<file path="src/hw/rtl/acs_pkg.sv">
// Package for the AABB collision step block: sequencer states, widths, constants.
// Used by aabb_collision_step, acs_mul and the testbench; depends on nothing.
package acs_pkg;
  localparam int unsigned TimeStepW = 20;
  localparam int unsigned CountW    = 5;
  localparam int unsigned PosW      = 32;
  localparam int unsigned HalfW     = 30;
  localparam int unsigned BoundW    = 34;
  localparam int unsigned ResultCap = 16;
  localparam logic [TimeStepW-1:0] TimeStepReset = 20'd1092;

  localparam logic CfgTimeStep    = 1'b0;
  localparam logic CfgEntityCount = 1'b1;

  typedef enum logic [3:0] {
    StIdle,
    StIntRd,
    StIntX,
    StIntY,
    StIntWr,
    StPairRd,
    StPairA,
    StPairB,
    StPairChk,
    StPairWrA,
    StPairWrB,
    StEmitRd,
    StEmit
  } state_e;

  typedef enum logic [1:0] {
    SideLeft,
    SideRight,
    SideUp,
    SideDown
  } side_e;
endpackage

</file>
<file path="src/hw/rtl/acs_mul.sv">
// Shared 32x20 signed-by-unsigned multiplier with a registered product and floor shift.
// Depends on acs_pkg.
module acs_mul (
  input  logic                            clk_i,
  input  logic [acs_pkg::PosW-1:0]        vel_i,
  input  logic [acs_pkg::TimeStepW-1:0]   dt_i,
  output logic [acs_pkg::PosW-1:0]        delta_o
);
  import acs_pkg::*;
  logic signed [PosW+TimeStepW:0] prod_q;

  // An arithmetic shift of the product is floor division by 2^16.
  always_ff @(posedge clk_i) begin
    prod_q <= $signed(vel_i) * $signed({1'b0, dt_i});
  end

  assign delta_o = prod_q[PosW+15:16];
endmodule

</file>
<file path="config.mk">
export PLATFORM = sky130hd
export DESIGN_NAME = acs_mul
export DESIGN_NICKNAME = d
export VERILOG_FILES = /design/src/hw/rtl/acs_pkg.sv /design/src/hw/rtl/acs_mul.sv
export SDC_FILE = /design/constraint.sdc
export NUM_CORES = 2
export LEC_CHECK = 0
export ABC_AREA = 1
export CAP_MARGIN = 0
export CORE_ASPECT_RATIO = 1.75
export CORE_MARGIN = 4
export CORE_UTILIZATION = 53
export DETAILED_ROUTE_END_ITERATION = 6
export DONT_BUFFER_PORTS = 1
export GPL_ROUTABILITY_DRIVEN = 0
export HOLD_SLACK_MARGIN = 0.03
export PLACE_DENSITY = 0.77
export RECOVER_POWER = 50
export SETUP_SLACK_MARGIN = 0.4
export SLEW_MARGIN = 20
export SYNTH_ARGS = -nofsm -noshare
export SYNTH_HDL_FRONTEND = slang
export SYNTH_SLANG_ARGS = --single-unit
</file>
<file path="constraint.sdc">
create_clock -name clk_i -period 6.1 [get_ports clk_i]
set_input_delay 0.305 -clock clk_i [delete_from_list [all_inputs] [get_ports clk_i]]
set_output_delay 0.305 -clock clk_i [all_outputs]
set_load 0.1 [all_outputs]
</file>
======== Word level (Yosys, flattened, before mapping) ========
Cells that the tools add are included.
word-level totals
  flip-flop bits (word level) ............. 48
  input port bits ......................... 53
  output and inout bits ................... 32
  word-level logic and storage cells ...... 2
operators by class
  multiply operators ...................... 1
operators with widths
  operator          number
  $mul A32 B21 Y48  1

======== Depth between registers and ports, before layout ========
  depth in word-level cells ............... 1
  gate-level depth with buffers ........... 30
  depth with buffers taken out ............ 28

======== Worst setup path after synthesis ========
Ideal clock, no wire load.
  kind .................................... input port to flip-flop
  from .................................... in vel_i[31] (netlist name)
  to ...................................... reg prod_q[47]
  library setup time ...................... 0.112 ns
  arrival ................................. 6.088 ns
  required time ........................... 5.988 ns
  slack ................................... -0.100 ns
  cell stages on the path ................. 24
  path buffers ............................ 2
  cell sequence ........................... clkbuf_1 clkbuf_1 nand2_1 fa_1 fa_1 inv_1 fa_1 inv_1 fa_1 fa_1 inv_1 fa_1 fa_1 ha_1 inv_1 nor3_1 nand2_1 nor2_1 and2_1 nand2_1 nand3_1 inv_1 nand2_1 nand2_1
between the ends
  word-level cells in the longest chain between the ends .. 1
RTL lines
  item                  line           source
  from (decl)           acs_mul.sv:5   input logic [acs_pkg::PosW-1:0] vel_i,
  $mul A32 B21 Y48      acs_mul.sv:14  prod_q <= $signed(vel_i) * $signed({1'b0, dt_i});
  to (signal assigned)  acs_mul.sv:14
  to (decl)             acs_mul.sv:10  logic signed [PosW+TimeStepW:0] prod_q;
Every way passes these cells.

======== Worst setup path after layout ========
  from .................................... in dt_i[6] (netlist name)
  to ...................................... reg prod_q[42]
between the ends
  word-level cells in the longest chain between the ends .. 1
RTL lines
  item              line           source
  from (decl)       acs_mul.sv:6   input logic [acs_pkg::TimeStepW-1:0] dt_i,
  $mul A32 B21 Y48  acs_mul.sv:14
Every way passes these cells.

==> qor.txt <==
Period utilization - 91.61%
FF+latch area - 640.6 µm²
Ant diodes - 0
Synth Area in Compound Gates - 2.256%
Synthesized net count - 3950
Min-delay src - dt_i[1]
Vias in the first global route - 21030
Via density - 5.123
Mux cell area share after synthesis - 0%
Post-synthesis sequential area ratio - 2.711%
CORE AREA - 44160 µm²
Most flops, register - prod_q
Site row count - 102
Wirelength per Cell - 17.48 µm
Area growth, synth to finish - 3.611%
M3 GR Usage - 3.027%
Final instance area - 24480 µm²
IO Count - 85
Routed Antenna Nets - 0
Multi-input gate area - 18690 µm²
Post-synthesis xor/xnor area fraction - 0.8154%
Min-Delay Path Class - in -> reg
Largest net degree at the start of global routing - 35
Layout Cells excl Fill - 3648
Status - finished clean
Initial DRC count - 874
Area share of the largest cell type after synthesis - 50.07%
Met2 usage - 54.16%
Max Cap Violations - 0
Die ar. - 48160 µm²
Synth top area cells - fa_1 50%, inv_1 18%, nand2_1 14%
Synth unique cells - 33
DR pass1 iterations - 5
Required time worst endpoint - 6260 ps
Post-CTS Hold Buffers - 0
Most frequent cell after synthesis - inv_1
DP Wirelength - 53350 µm
Simple-gate area share of the yosys netlist - 17.78%
Final wirelength - 63770 µm
Max FFs per register - 32
Final Setup Violations - 0
Core Util, Final - 55.45%
Clock transition at path regs - 50 ps
Number of synthesized flops with an enable pin - 0
FF+latch count, synth - 32
Critical Path AT - 5750 ps
Adder-Cell Fraction of Synth Area - 56.48%
GR Util met1 - 24.94%
Synth Warn # - 0
Share of synthesized registers carrying an async set or reset - 0%
TritonCTS clock tree - built
Slew headroom - 26.31%
Placed Area - 23900 µm²
Initial antenna violation count - 0
Main combinational cell family by area after synthesis - adder cells
Post-route DRC violation count - 0
Synth Flop Type - dfxtp_1
Initial cell density of the core - 53.51%
Mean Syn Cell Area - 7.419 µm²
Global-route wire length before repair - 103800 µm
Cell Area, Synth - 23630 µm²
Clock Tree Root - clkbuf_16
Cells after DPL - 3633
# fillers - 4120
Top flop regs - prod_q: 32 flops
Setup TNS - 0 ps
RSZ-0062 raised after global routing - yes
CP startpoint - dt_i[6]
Clk buf depth - 2
DIE WIDTH - 167.6 µm
Hold Fails Final Rpt - 0
Peak Freq - 178.9 MHz
Mapped Cells - 3185
Post-synth top cells - 1126 x inv_1, 885 x nand2_1, 591 x fa_1
Layout Nets - 3840
Grt total ovfl - 0
Die Height - 287.3 µm
Synth area leader - fa_1
Gr busiest metal - met2
Via count - 18690
Worst setup SP type - input pin
# clock sinks - 32
Setup CP Type - in -> reg
Minimum clock period - 5588 ps
Total CTS buffers - 5
Layout cell share with drive strength beyond 1 - 3.901%
H-tree depth - 2
Slew Limit Fails - 0
Setup crit end kind - flop
Total track usage - 27.51%
Worst Max-Slew Pin Slew - 1104 ps
CP max FO - 32
IO Port Bufs - 0
kinds of logic (layout without fill, tap and decap cells):
kind of cell / count (synthesis) / after routing
AND/OR/NAND/NOR: 1068 / 1068
AO/OA/AOI/OAI: 98 / 98
adder cells (fa/ha/maj): 712 / 712
buffers and inverters: 1253 / 1144
flip-flops: 32 / 32
XOR/XNOR: 22 / 22
timing repair:
action / CTS / global route
resized for setup: 3 / 87
setup endpoints to repair: 1 / 25
pin swaps: 0 / 16
setup buffers: 0 / 7
final cells by class:
type	count	area share [%]
repair buffers	9	0.2760
clock buffers	5	0.5110
well taps	572	2.923
flip-flops and latches	32	2.617
inverters	1127	17.28
clock inverters	3	0.07666
multi-input cells	1900	76.32
routing by layer:
metal	wire, µm	part of all wire [%]	vias to the layer above
met3	2880	4.5	361
li1	-	-	8413
met1	18610	29	9225
met5	0	0	-
met4	6204	9.7	0
met2	36080	57	689
through the flow:
| stage | hold slack [ps] | setup WS, ps |
|---|---|---|
| 5_1_grt | 622.0 | 329.1 |
| 3_5_place_dp | 841.6 | 19.18 |
| 6_report | 565.3 | 511.6 |
| 2_1_floorplan | 761.5 | 360.6 |
| 3_3_place_gp | 839.1 | 7.662 |
| 4_1_cts | 558.5 | 418.6 |
worst paths after layout:
kind,end,slack (ps),depth (start not counted)
setup / recovery,prod_q[42],510,23
hold / removal,prod_q[36],570,6
critical path, cell delays in order:
cell and delay [ps]:
nand2_1 60, inv_1 50, fa_1 530, inv_1 60, fa_1 500, fa_1 510, inv_1 50, fa_1 580
fa_1 440, fa_1 550, inv_1 70, fa_1 490, inv_1 50, ha_2 310, a21oi_2 230, a21boi_2 280
nor2_1 60, nor2_1 140, nand2_1 110, nand2_1 100, nand3_1 90, nand2_1 60, nand2_1 80
cells in the final DEF, fill, tap and decap left out, types with 5 or more instances in the layout:
cell       Yosys  layout
inv_1       1126    1122
nand2_1      885     876
fa_1         591     581
ha_1         121      98
nor2_1        91      68
a21oi_1       57      52
nand3_1       41      40
dfxtp_1       32      32
o21ai_0       26      22
nor2_2         4      21
nand2_2       10      19
ha_4           0      17
nand4_1       13      13
xor2_1        13      13
fa_2           0      10
buf_4          1       9
nor3_1        11       8
xnor2_1        9       8
nor2_4         1       7
o21a_1         6       6
ha_2           0       6
inv_2          1       5
a21oi_2        0       5
clkbuf_16      0       5
Power is not shown: default switching activity piles up to over one toggle a cycle in this logic, so the estimate is an artifact.
