### src/hw/rtl/acs_ram.sv
// Generic single-write, single-read RAM with a registered read port.
// No dependencies.
module acs_ram #(
  parameter int unsigned Width = 32,
  parameter int unsigned Depth = 16
) (
  input  logic                     clk_i,
  input  logic                     we_i,
  input  logic [$clog2(Depth)-1:0] waddr_i,
  input  logic [Width-1:0]         wdata_i,
  input  logic [$clog2(Depth)-1:0] raddr_i,
  output logic [Width-1:0]         rdata_o
);
  logic [Width-1:0] mem_q [Depth];

  always_ff @(posedge clk_i) begin
    if (we_i) begin
      mem_q[waddr_i] <= wdata_i;
    end
    rdata_o <= mem_q[raddr_i];
  end
endmodule

### config.mk
export PLATFORM = sky130hd
export DESIGN_NAME = acs_ram
export DESIGN_NICKNAME = d
export VERILOG_FILES = /design/src/hw/rtl/acs_ram.sv
export SDC_FILE = /design/constraint.sdc
export NUM_CORES = 1
export LEC_CHECK = 0
export ABC_CLOCK_PERIOD_IN_PS = 5460
export BUFFER_PORTS_ARGS = -buffer_cell sky130_fd_sc_hd__buf_2
export CORE_AREA = 2 2 147 257
export DETAILED_ROUTE_END_ITERATION = 12
export DIE_AREA = 0 0 149 259
export PLACE_DENSITY_LB_ADDON = 0.15
export SLEW_MARGIN = 20
export SYNTH_ARGS = -nofsm -noshare
export SYNTH_HDL_FRONTEND = slang
export SYNTH_SLANG_ARGS = --single-unit
### constraint.sdc
create_clock -name clk_i -period 5.46 [get_ports clk_i]
set_input_delay 1.092 -clock clk_i [delete_from_list [all_inputs] [get_ports clk_i]]
set_output_delay 1.092 -clock clk_i [all_outputs]
set_load 0.02 [all_outputs]
* Yosys cells after proc, flatten, opt, wreduce, memory -nomap -nowiden
Memories as Yosys holds them, arrays and structs flattened. A register that Yosys moved wholly into a read port is not among the register bits.
Index checks and enable logic that the tools add are counted.
** Cells by class
- Muxes and demuxes :: 2
** Operators by type and width (number)
- 1-bit two-way mux :: 2
** Storage, ports and cells
- Register bits :: 0
- Bits in writable memories :: 512
- Input bits :: 42
- Output and inout port bits :: 32
- Word-level logic and storage cells :: 3
- Memories :: 1
** Memory list
- mem_q :: depth 16, width 32, read ports 1, clocked after Yosys merged registers in 1, wr ports 1, RTL line 14 : logic [Width-1:0] mem_q [Depth];

* Logic depth before layout (Yosys ltp)
Gate-level depths: netlist of the first run.
- Depth in word-level cells :: 2
- Mapped depth :: 5
- Depth with buffers taken out :: 3

* Worst setup path after synthesis of the first run
No wires, ideal clock.
- Kind :: input to register
- Start :: input waddr_i[2]
- End :: memory mem_q[0][0], enable pin
- Library setup time :: 0.461 ns
- Arrival time :: 3.810 ns
- Required time :: 4.999 ns
- Path slack :: 1.188 ns
- Stages on the path :: 2
- Path buffers :: 0
- Path through :: or3b_2 nor3_1
** RTL lines
- start, declared :: RTL line 9 : input logic [$clog2(Depth)-1:0] waddr_i,
- end, declared :: RTL line 14
No word-level cell before the write port.

==> results of run 1 <==
-- kinds of logic (layout without fill, tap and decap cells) --
kind of cell	after synthesis	count (layout)	share of synthesized area
mux	128	128	0.145
compound gates	64	64	0.0242
buf+inv	43	184	0.0112
simple gates	59	59	0.0127
other cells	0	1	0
flops	544	544	0.807
-- critical path, stage by stage --
cell and delay [ns]:
clkbuf_8 0.65, buf_4 0.57, mux4_2 0.57, a22oi_1 0.21, nand2_1 0.07
-- path summary, 6_finish.rpt --
kind | startpoint | end
setup reg to reg | mem_q[3][13]$_DFFE_PP_ | rdata_o[13]$_DFF_P_
hold / removal | mem_q[14][26]$_DFFE_PP_ | rdata_o[26]$_DFF_P_
hold reg to reg | mem_q[14][26]$_DFFE_PP_ | rdata_o[26]$_DFF_P_
setup / recovery | raddr_i[0] | rdata_o[24]$_DFF_P_
-- layer usage --
| metal | global-route usage | up-vias |
|---|---|---|
| met4 | 0.0577 | 4 |
| met3 | 0.0320 | 51 |
| met1 | 0.278 | 4900 |
| met5 | 0 | - |
| met2 | 0.380 | 234 |
| li1 | - | 3776 |
-- Yosys cell counts (all sizes together) --
library cell	instances
edfxtp	512
nor2b	2
mux4	128
and2	1
nor3	4
clkbuf	17
a22oi	64
nand3b	2
nand3	1
nand2	33
nand2b	2
dfxtp	32
nor2	13
buf	26
or3b	1
-- stage by stage --
step	area, sq um	setup slack [ns]	hold slack, ns	power [mW]	util
finish	22500	2.63	0.674	8.34	0.616
global route	22500	2.37	0.705	8.59	0.616
CTS	22400	2.57	0.675	8.40	0.614
detailed placement	21000	2.00	0.660	5.22	0.574
global placement	20900	2.03	0.642	5.20	0.572
floorplan	19900	1.19	0.635	5.04	-
-- final cells by class --
class / count / share of cell area
Tap cell: 475 / 0.0264
Timing Repair Buffer: 100 / 0.0307
Multi-Input combinational cell: 251 / 0.166
Antenna cell: 1 / 0.000111
Clock buffer: 62 / 0.0560
Clock inverter: 22 / 0.00933
Sequential cell: 544 / 0.711
-- power breakdown --
part / switching (mW) / internal [mW]
Combinational: 0.261 / 0.173
Sequential: 0.0277 / 4.67
Clock: 1.40 / 1.81
-- registers in the layout (all words and copies together), names as in the netlist --
signal	flops
rdata_o	32
mem_q	512
-- cell usage in the layout, fill, tap and decap left out, types with 5 or more instances in the layout --
cell type / netlist / layout
buf_2: 4 / 71
buf_4: 11 / 22
clkbuf_1: 17 / 12
dfxtp_1: 32 / 32
clkinv_1: 0 / 8
nand2_1: 33 / 33
buf_16: 0 / 5
edfxtp_1: 512 / 512
clkinv_2: 0 / 7
clkbuf_16: 0 / 47
mux4_2: 128 / 128
nor2_4: 0 / 13
a22oi_1: 64 / 64
==> flow_metrics.py, run 1 <==
metrics = {
    "run_status": {
        "status": "finished, final reports clean",
    },
    "routing": {
        "routed-wl-met2_mm": 21.9,
        "wl_met1_mm": 15.5,
        "wl_per_cell_um": 27.5,
        "dr.pass1.iters": 5,
        "viasPerCell": 6.16,
        "drtIter0Drc": 723,
        "wl_mm": 40.0,
        "route.detailed.drc": 0,
        "top_layer_used": "met5",
        "met3WireLength_mm": 1.80,
        "vias": 8965,
        "ant_nets": 0,
    },
    "place": {
        "numPortBuffers": 73,
        "dp.cells": 1367,
        "dp_hpwl_mm": 21.6,
        "gp_congestion": 0.726,
    },
    "cts": {
        "h-tree-depth": 2,
        "cts_made_buffers": 46,
        "cts_tree": "built",
        "clk_pin_slew_worst_paths_ns": 0.06,
        "clk_latency_ns": 0.57,
        "clockRootBuffer": "clkbuf_16",
        "postCtsSetupBuffers": 0,
        "post_cts_resized": 0,
        "clock-sinks": 544,
        "postCtsHoldBufs": 0,
        "clock_path_buffers": 3,
    },
    "critical_path": {
        "r2r_cells": 3,
        "required_ns": 5.90,
        "worstSetupPathType": "in -> reg",
        "crit_path_end_kind": "flip-flop",
        "rrSetupSlack_ns": 4.11,
        "worstSetupStartpointType": "primary input",
        "cp_max_fo": 71,
        "crit_arrival_ns": 3.27,
    },
    "power_and_ir_drop": {
        "p_leak_nw": 7.23,
        "ir_worst_vdd_mv": 0.205,
        "p_per_area_mw_per_mm2": 370,
    },
    "yosys": {
        "synth-seq-cells": 544,
        "synthesis.area_sq_mm": 0.0199,
        "syn_nets": 880,
        "syn_inst": 838,
        "synth_top_area_frac": 0.774,
        "ys_seq_area_frac": 0.807,
        "yosys_warnings": 0,
        "avgSynthCellArea_sq_um": 23.7,
        "yosys.area.top_type": "edfxtp_1",
        "synthTopCellsByArea": "edfxtp_1, mux4_2, dfxtp_1, a22oi_1, nand2_1",
        "ys_types": 18,
    },
    "die": {
        "die-area_sq_mm": 0.0386,
        "start_util": 0.543,
        "rows": 93,
        "core_area_sq_mm": 0.0365,
        "pin_count": 74,
        "die_h_um": 259,
        "fp.dieW_um": 149,
    },
    "global_routing": {
        "grt.total_usage": 0.214,
        "grt.overflow.total": 0,
        "grt_first_pass_wirelength_mm": 59.8,
        "grt_pass1_vias": 9655,
        "antenna_found_initial": 3,
        "grt_max_degree": 75,
    },
    "sta": {
        "setup_viol": 0,
        "skew_ns": 0.0247,
        "min_period_over_period": 0.519,
        "period_minus_slack_ns": 2.83,
        "drv_slew": 0,
        "finalHoldViolCount": 0,
        "relSlewSlack": 0.312,
        "rsz0062_at_grt": "false",
        "tns_ns": 0,
        "worst_pin_slew_ns": 1.03,
        "fmax_mhz": 353,
    },
    "final_layout": {
        "final_layout_size_suffix_gt1_frac": 0.319,
        "multi_input_comb_area_sq_mm": 0.00375,
        "final_cell_count_no_fill": 1455,
        "area_growth_pct": 13.5,
        "layout.nets": 985,
        "seqCellArea_sq_mm": 0.0160,
        "n_fill_cell": 2511,
    },
    "min_path": {
        "hold_class": "reg -> reg",
        "hold_depth": 3,
    },
    "job": {
        "drv_cap": 0,
    },
}
No activity file was read; power rests on OpenSTA's default activity.
==> run 2, diff against run 1 <==
Settings changed: ABC_AREA from default to 1, ABC_CLOCK_PERIOD_IN_PS 5460 to 2550, CORE_AREA 2 2 147 257 to 2 2 157 274, DIE_AREA 0 0 149 259 to 0 0 159 276.
Clock period 5.46 ns to 2.55 ns, I/O delays scaled along.
==> run 2 against run 1 <==
Setup slack lost 1.8 ns; total power grew 120%; combinational power grew to 2.9 times the previous value; non-clock buffer count grew 25; wire length grew 35%; synthesized cell count grew to 2.5 times the previous value; core utilization shrank 0.73 points; clock skew shrank 0.010 ns; largest cell class unchanged; sequential share of layout area shrank 7.9 points; hold slack lost 0.34 ns; via count grew 64%; sequential cell count is the same.
==> flow_metrics.py, run 2 <==
metrics = {
    "cts": {
        "h-tree-depth": 2,
        "clockRootBuffer": "clkbuf_16",
        "cts_made_buffers": 47,
        "clock_path_buffers": 3,
        "clk_pin_slew_worst_paths_ns": 0.07,
        "post_cts_resized": 0,
        "cts_tree": "built",
        "clk_latency_ns": 0.56,
        "postCtsSetupBuffers": 0,
        "postCtsHoldBufs": 0,
        "clock-sinks": 544,
    },
    "routing": {
        "wl_per_cell_um": 19.5,
        "dr.pass1.iters": 5,
        "route.detailed.drc": 0,
        "viasPerCell": 5.30,
        "wl_mm": 54.2,
        "drtIter0Drc": 1325,
        "ant_nets": 0,
        "vias": 14700,
    },
    "final_layout": {
        "final_common_cell": "nand2_1",
        "final_cell_mix": "nand2_1, edfxtp_1, inv_1, nand3_1, buf_2",
        "largest_register": "mem_q",
        "layout.nets": 2231,
        "n_fill_cell": 3445,
        "top_regs": "mem_q x512, rdata_o x32",
        "largest_register_ffs": 512,
        "final_layout_size_suffix_gt1_frac": 0.0988,
        "final_cell_count_no_fill": 2781,
        "area_growth_pct": 11.5,
        "n_antenna_cell": 0,
        "fin_area_sq_mm": 0.0254,
    },
    "sta": {
        "setup_ws_ns": 0.832,
        "worst_pin_slew_ns": 0.818,
        "tns_ns": 0,
        "drv_slew": 0,
        "finalHoldViolCount": 0,
        "relSlewSlack": 0.454,
        "setup_viol": 0,
        "min_period_over_period": 0.674,
        "fmax_mhz": 582,
        "rsz0062_at_grt": "false",
        "skew_ns": 0.0147,
        "period_minus_slack_ns": 1.72,
    },
    "yosys": {
        "ys_seq_area_frac": 0.705,
        "synth_top_area_frac": 0.676,
        "synthTopCellsByArea": "edfxtp_1, nand2_1, nand3_1, inv_1, dfxtp_1",
        "synthSimpleGateAreaFrac": 0.200,
        "yosysMostFrequentCell": "nand2_1",
        "synthesis.area_sq_mm": 0.0227,
        "syn_nets": 2162,
        "synth_xor_area_frac": 0,
        "ys.flop_type": "edfxtp_1",
        "yosys.area.top_type": "edfxtp_1",
        "synth_common_cells": "nand2_1, edfxtp_1, inv_1",
        "synth_edf_count": 512,
        "avgSynthCellArea_sq_um": 10.7,
        "synthAdderAreaFrac": 0,
        "syn_inst": 2120,
        "synth-compound-area-share": 0,
        "synth_mux_area_frac": 0,
        "async_flop_share": 0,
        "ys_types": 15,
        "yosys_warnings": 0,
        "synth-seq-cells": 544,
        "synth_top_family_by_area": "simple AND/OR/NAND/NOR gates",
    },
    "power_and_ir_drop": {
        "switching_share": 0.225,
        "p_int_mw": 14.5,
        "p_clk_frac": 0.395,
        "p_comb_frac": 0.067,
        "ir_worst_vdd_mv": 0.592,
        "p_leak_nw": 10.8,
        "design_power_total_mw": 18.7,
        "pwr-share-seq": 0.538,
        "p_per_area_mw_per_mm2": 737,
        "p_switching_mw": 4.20,
    },
    "critical_path": {
        "r2r-start": "mem_q[9][20]$_DFFE_PP_",
        "r2r_cells": 6,
        "crit_path_end_kind": "output port",
        "cp_top_family": "flip-flops",
        "crit_path_end": "rdata_o[17]",
        "cp_max_fo": 1,
        "worstSetupPathType": "reg -> out",
        "worstSetupStartpointType": "flip-flop",
        "crit_arrival_ns": 1.21,
        "required_ns": 2.04,
        "rrSetupSlack_ns": 1.47,
        "r2r-end": "rdata_o[20]$_DFF_P_",
        "cp_num_cells": 1,
        "crit_slowest_cell": "dfxtp_1",
        "startpoint": "rdata_o[17]$_DFF_P_",
        "path_cells": "buf_2",
        "critPathBufInv": 1,
        "slowest_delay_ns": 0.43,
    },
    "min_path": {
        "hold_class": "in -> reg",
    },
    "global_routing": {
        "grt_max_degree": 100,
        "grt.total_usage": 0.248,
        "grt_first_pass_wirelength_mm": 83.2,
        "antenna_found_initial": 2,
        "grt_pass1_vias": 14300,
        "grt.overflow.total": 0,
    },
    "die": {
        "pin_count": 74,
        "die-area_sq_mm": 0.0439,
        "die_h_um": 276,
        "core_area_sq_mm": 0.0416,
        "start_util": 0.546,
        "rows": 99,
        "fp.dieW_um": 159,
    },
    "place": {
        "dp_hpwl_mm": 30.6,
        "numPortBuffers": 73,
        "placed_area_sq_mm": 0.0238,
        "dp_worst_setup_slack_ns": 0.542,
        "dp.cells": 2695,
        "gp_congestion": 0.833,
    },
    "job": {
        "drv_cap": 0,
    },
    "run_status": {
        "status": "finished, final reports clean",
    },
}
-- run 2: cell count changes after synthesis, sizes merged, moves of 4 or more --
cell   previous run  this run
nand2            33       677
inv               0       390
buf              26        91
mux4            128         0
a22oi            64         0
nand3             1       385
nor3              4         0
nor2             13        17
-- run 2: per-layer routing --
layer  vias up  routed length, um  track usage
met5         -                  0            0
met4         0               1290       0.0746
met3        76               3980       0.0339
met2       497              26800        0.416
met1      7196              22100        0.340
li1       6974                  -            -
-- run 2: worst min-delay path by stage --
| stage | start | endpoint | slack, ns | cells past startpoint |
|---|---|---|---|---|
| 2_1_floorplan | mem_q[10][0]$_DFFE_PP_ | rdata_o[0]$_DFF_P_ | 0.61 | 6 |
| 3_3_place_gp | mem_q[10][1]$_DFFE_PP_ | rdata_o[1]$_DFF_P_ | 0.63 | 6 |
| 3_5_place_dp | mem_q[10][26]$_DFFE_PP_ | rdata_o[26]$_DFF_P_ | 0.65 | 6 |
| 4_1_cts | wdata_i[9] | mem_q[15][9]$_DFFE_PP_ | 0.32 | 1 |
| 5_1_grt | wdata_i[9] | mem_q[15][9]$_DFFE_PP_ | 0.34 | 1 |
| 6_report | wdata_i[9] | mem_q[15][9]$_DFFE_PP_ | 0.34 | 1 |
-- run 2: stage by stage --
step                utilization  hold WS (ns)
CTS                       0.609         0.321
detailed placement        0.571         0.647
global route              0.609         0.340
global placement          0.571         0.633
floorplan                     -         0.607
finish                    0.609         0.338
-- run 2: logic make-up (layout without fill, tap and decap cells) --
logic type             after synthesis  in the layout
AND/OR/NAND/NOR                   1081           1081
flip-flops                         544            544
buffers and inverters              495            601
-- run 2: power groups by stage --
| stage | Clock, mW | Sequential, mW | Combinational, mW |
|---|---|---|---|
| final | 7.38 | 10.1 | 1.25 |
| after CTS | 7.49 | 10.1 | 1.26 |
| after global placement | 0 | 10.3 | 1.24 |
| after global routing | 7.84 | 10.1 | 1.38 |
| after detailed placement | 0 | 10.3 | 1.26 |
| after floorplan | 0 | 10.3 | 0.682 |
-- run 2: area by class of cell --
type	instances	area, sq um	area share
clock buffer	55	1260	0.0496
clock inverter	31	330	0.0130
inverter	390	1470	0.0580
multi-input combinational	1081	4670	0.184
sequential	544	16000	0.632
tap	555	694	0.0274
timing repair buffer	125	917	0.0362
==> run 3, diff against run 2 <==
Settings changed: ABC_CLOCK_PERIOD_IN_PS 2550 to 1600.
Clock period 2.55 ns to 1.6 ns, I/O delays scaled along.
==> run 3 against run 2 <==
Combinational power up 78%; setup slack worse by 0.77 ns; sequential power increased by 58%; count of clock-buffer cells in the layout rose by 20; sequential share of layout area shrank 2.1 points; global-route usage is 0.67 points higher; via count up 0.74%.
==> flow_metrics.py, run 3 (synthesis results as in run 2) <==
metrics = {
    "cts": {
        "postCtsSetupBuffers": 0,
        "post_cts_resized": 1,
        "postCtsHoldBufs": 0,
        "cts_tree": "built",
        "clockRootBuffer": "clkbuf_16",
        "h-tree-depth": 2,
        "clk_latency_ns": 0.59,
        "clock-sinks": 544,
        "clock_path_buffers": 3,
        "clk_pin_slew_worst_paths_ns": 0.07,
        "cts_made_buffers": 47,
    },
    "critical_path": {
        "cp_top_family": "flip-flops",
        "crit_arrival_ns": 1.22,
        "cp_max_fo": 1,
        "crit_slowest_cell": "dfxtp_1",
        "required_ns": 1.28,
        "crit_path_end_kind": "output port",
        "slowest_delay_ns": 0.43,
        "worstSetupStartpointType": "flip-flop",
        "worstSetupPathType": "reg -> out",
        "path_cells": "buf_2",
        "critPathBufInv": 1,
    },
    "power_and_ir_drop": {
        "p_clk_frac": 0.376,
        "ir_worst_vdd_mv": 1.03,
        "p_switching_mw": 6.54,
        "p_per_area_mw_per_mm2": 1120,
        "p_leak_nw": 11.2,
        "switching_share": 0.223,
        "p_comb_frac": 0.076,
        "p_int_mw": 22.7,
        "pwr-share-seq": 0.548,
    },
    "routing": {
        "wl_met1_mm": 20.7,
        "met3WireLength_mm": 3.09,
        "route.detailed.drc": 0,
        "drtIter0Drc": 1042,
        "ant_nets": 0,
        "dr.pass1.iters": 6,
        "top_layer_used": "met4",
        "wl_per_cell_um": 19.4,
        "routed-wl-met2_mm": 28.2,
        "wl_mm": 55.1,
        "viasPerCell": 5.22,
        "vias": 14900,
    },
    "place": {
        "numPortBuffers": 73,
        "dp_hpwl_mm": 34.8,
        "gp_congestion": 0.862,
    },
    "global_routing": {
        "grt.overflow.total": 0,
        "grt_pass1_vias": 15000,
        "grt_first_pass_wirelength_mm": 84.8,
        "grt_max_degree": 58,
        "grt.total_usage": 0.255,
        "antenna_found_initial": 1,
    },
    "sta": {
        "period_minus_slack_ns": 1.54,
        "worst_pin_slew_ns": 0.432,
        "relSlewSlack": 0.712,
        "finalHoldViolCount": 0,
        "fmax_mhz": 649,
        "hold_slack_ns": 0.127,
        "min_period_over_period": 0.962,
        "skew_ns": 0.0282,
        "setup_viol": 0,
        "rsz0062_at_grt": "false",
        "drv_slew": 0,
    },
    "final_layout": {
        "largest_register": "mem_q",
        "final_common_cell": "nand2_1",
        "fin_util": 0.630,
        "area_growth_pct": 15.3,
        "largest_register_ffs": 512,
        "n_fill_cell": 3322,
        "layout.nets": 2293,
        "top_regs": "mem_q x512, rdata_o x32",
        "seqCellArea_sq_mm": 0.0160,
        "final_cell_mix": "nand2_1, edfxtp_1, inv_1, nand3_1, buf_2",
        "multi_input_comb_area_sq_mm": 0.00467,
        "final_layout_size_suffix_gt1_frac": 0.118,
    },
    "die": {
        "start_util": 0.546,
        "fp.dieW_um": 159,
        "core_area_sq_mm": 0.0416,
        "die_h_um": 276,
        "pin_count": 74,
        "die-area_sq_mm": 0.0439,
        "rows": 99,
    },
    "min_path": {
        "hold_class": "in -> reg",
    },
    "job": {
        "drv_cap": 0,
    },
    "run_status": {
        "status": "finished, final reports clean",
    },
}
==> run 3: routing by layer <==
metal / track usage / up-vias
met2: 0.447 / 543
met5: 0 / -
met1: 0.306 / 7057
li1: - / 7095
met3: 0.0294 / 157
met4: 0.142 / 0
==> run 3: path summary, 6_finish.rpt <==
path / startpoint / end / slack (ns) / cells after the start
setup / recovery: rdata_o[15]$_DFF_P_ / rdata_o[15] / 0.06 / 1
hold / removal: wdata_i[7] / mem_q[13][7]$_DFFE_PP_ / 0.13 / 1
setup reg to reg: mem_q[1][1]$_DFFE_PP_ / rdata_o[1]$_DFF_P_ / 0.53 / 6
hold reg to reg: mem_q[10][27]$_DFFE_PP_ / rdata_o[27]$_DFF_P_ / 0.66 / 6
==> run 3: worst register-to-register path: stages (launching register included) <==
cell and delay [ns]:
edfxtp_1 0.37, inv_1 0.06, nand2_1 0.04, nand3_1 0.08
nand3_1 0.12, nand3_1 0.19, nand2_1 0.08
==> run 3: per-stage QoR <==
| stage | setup WS (ns) | TNS, ns | power [mW] | area (sq um) | cells |
|---|---|---|---|---|---|
| 3_3_place_gp | -0.00347 | -0.0495 | 18.5 | 24700 | 2757 |
| 6_report | 0.0603 | 0 | 29.3 | 26200 | 2846 |
| 3_5_place_dp | 0.00778 | 0 | 18.6 | 24700 | 2757 |
| 2_1_floorplan | -0.253 | -107.84 | 17.5 | 22800 | 2120 |
| 4_1_cts | 0.0265 | 0 | 29.5 | 26200 | 2845 |
| 5_1_grt | 0.0416 | 0 | 30.2 | 26200 | 2846 |
==> run 3: final cells by class <==
cell class                 instances  area share
antenna                            1   0.0000955
clock buffer                      75      0.0512
clock inverter                    13     0.00482
inverter                         390      0.0561
multi-input combinational       1081       0.178
sequential                       544       0.611
tap                              555      0.0265
timing repair buffer             187      0.0723
==> run 3: power groups by stage <==
stage	logic, mW	registers, mW	clock network, mW
floorplan	1.10	16.4	0
global placement	2.21	16.3	0
detailed placement	2.24	16.3	0
CTS	2.25	16.0	11.2
global route	2.44	16.0	11.8
finish	2.23	16.0	11.0
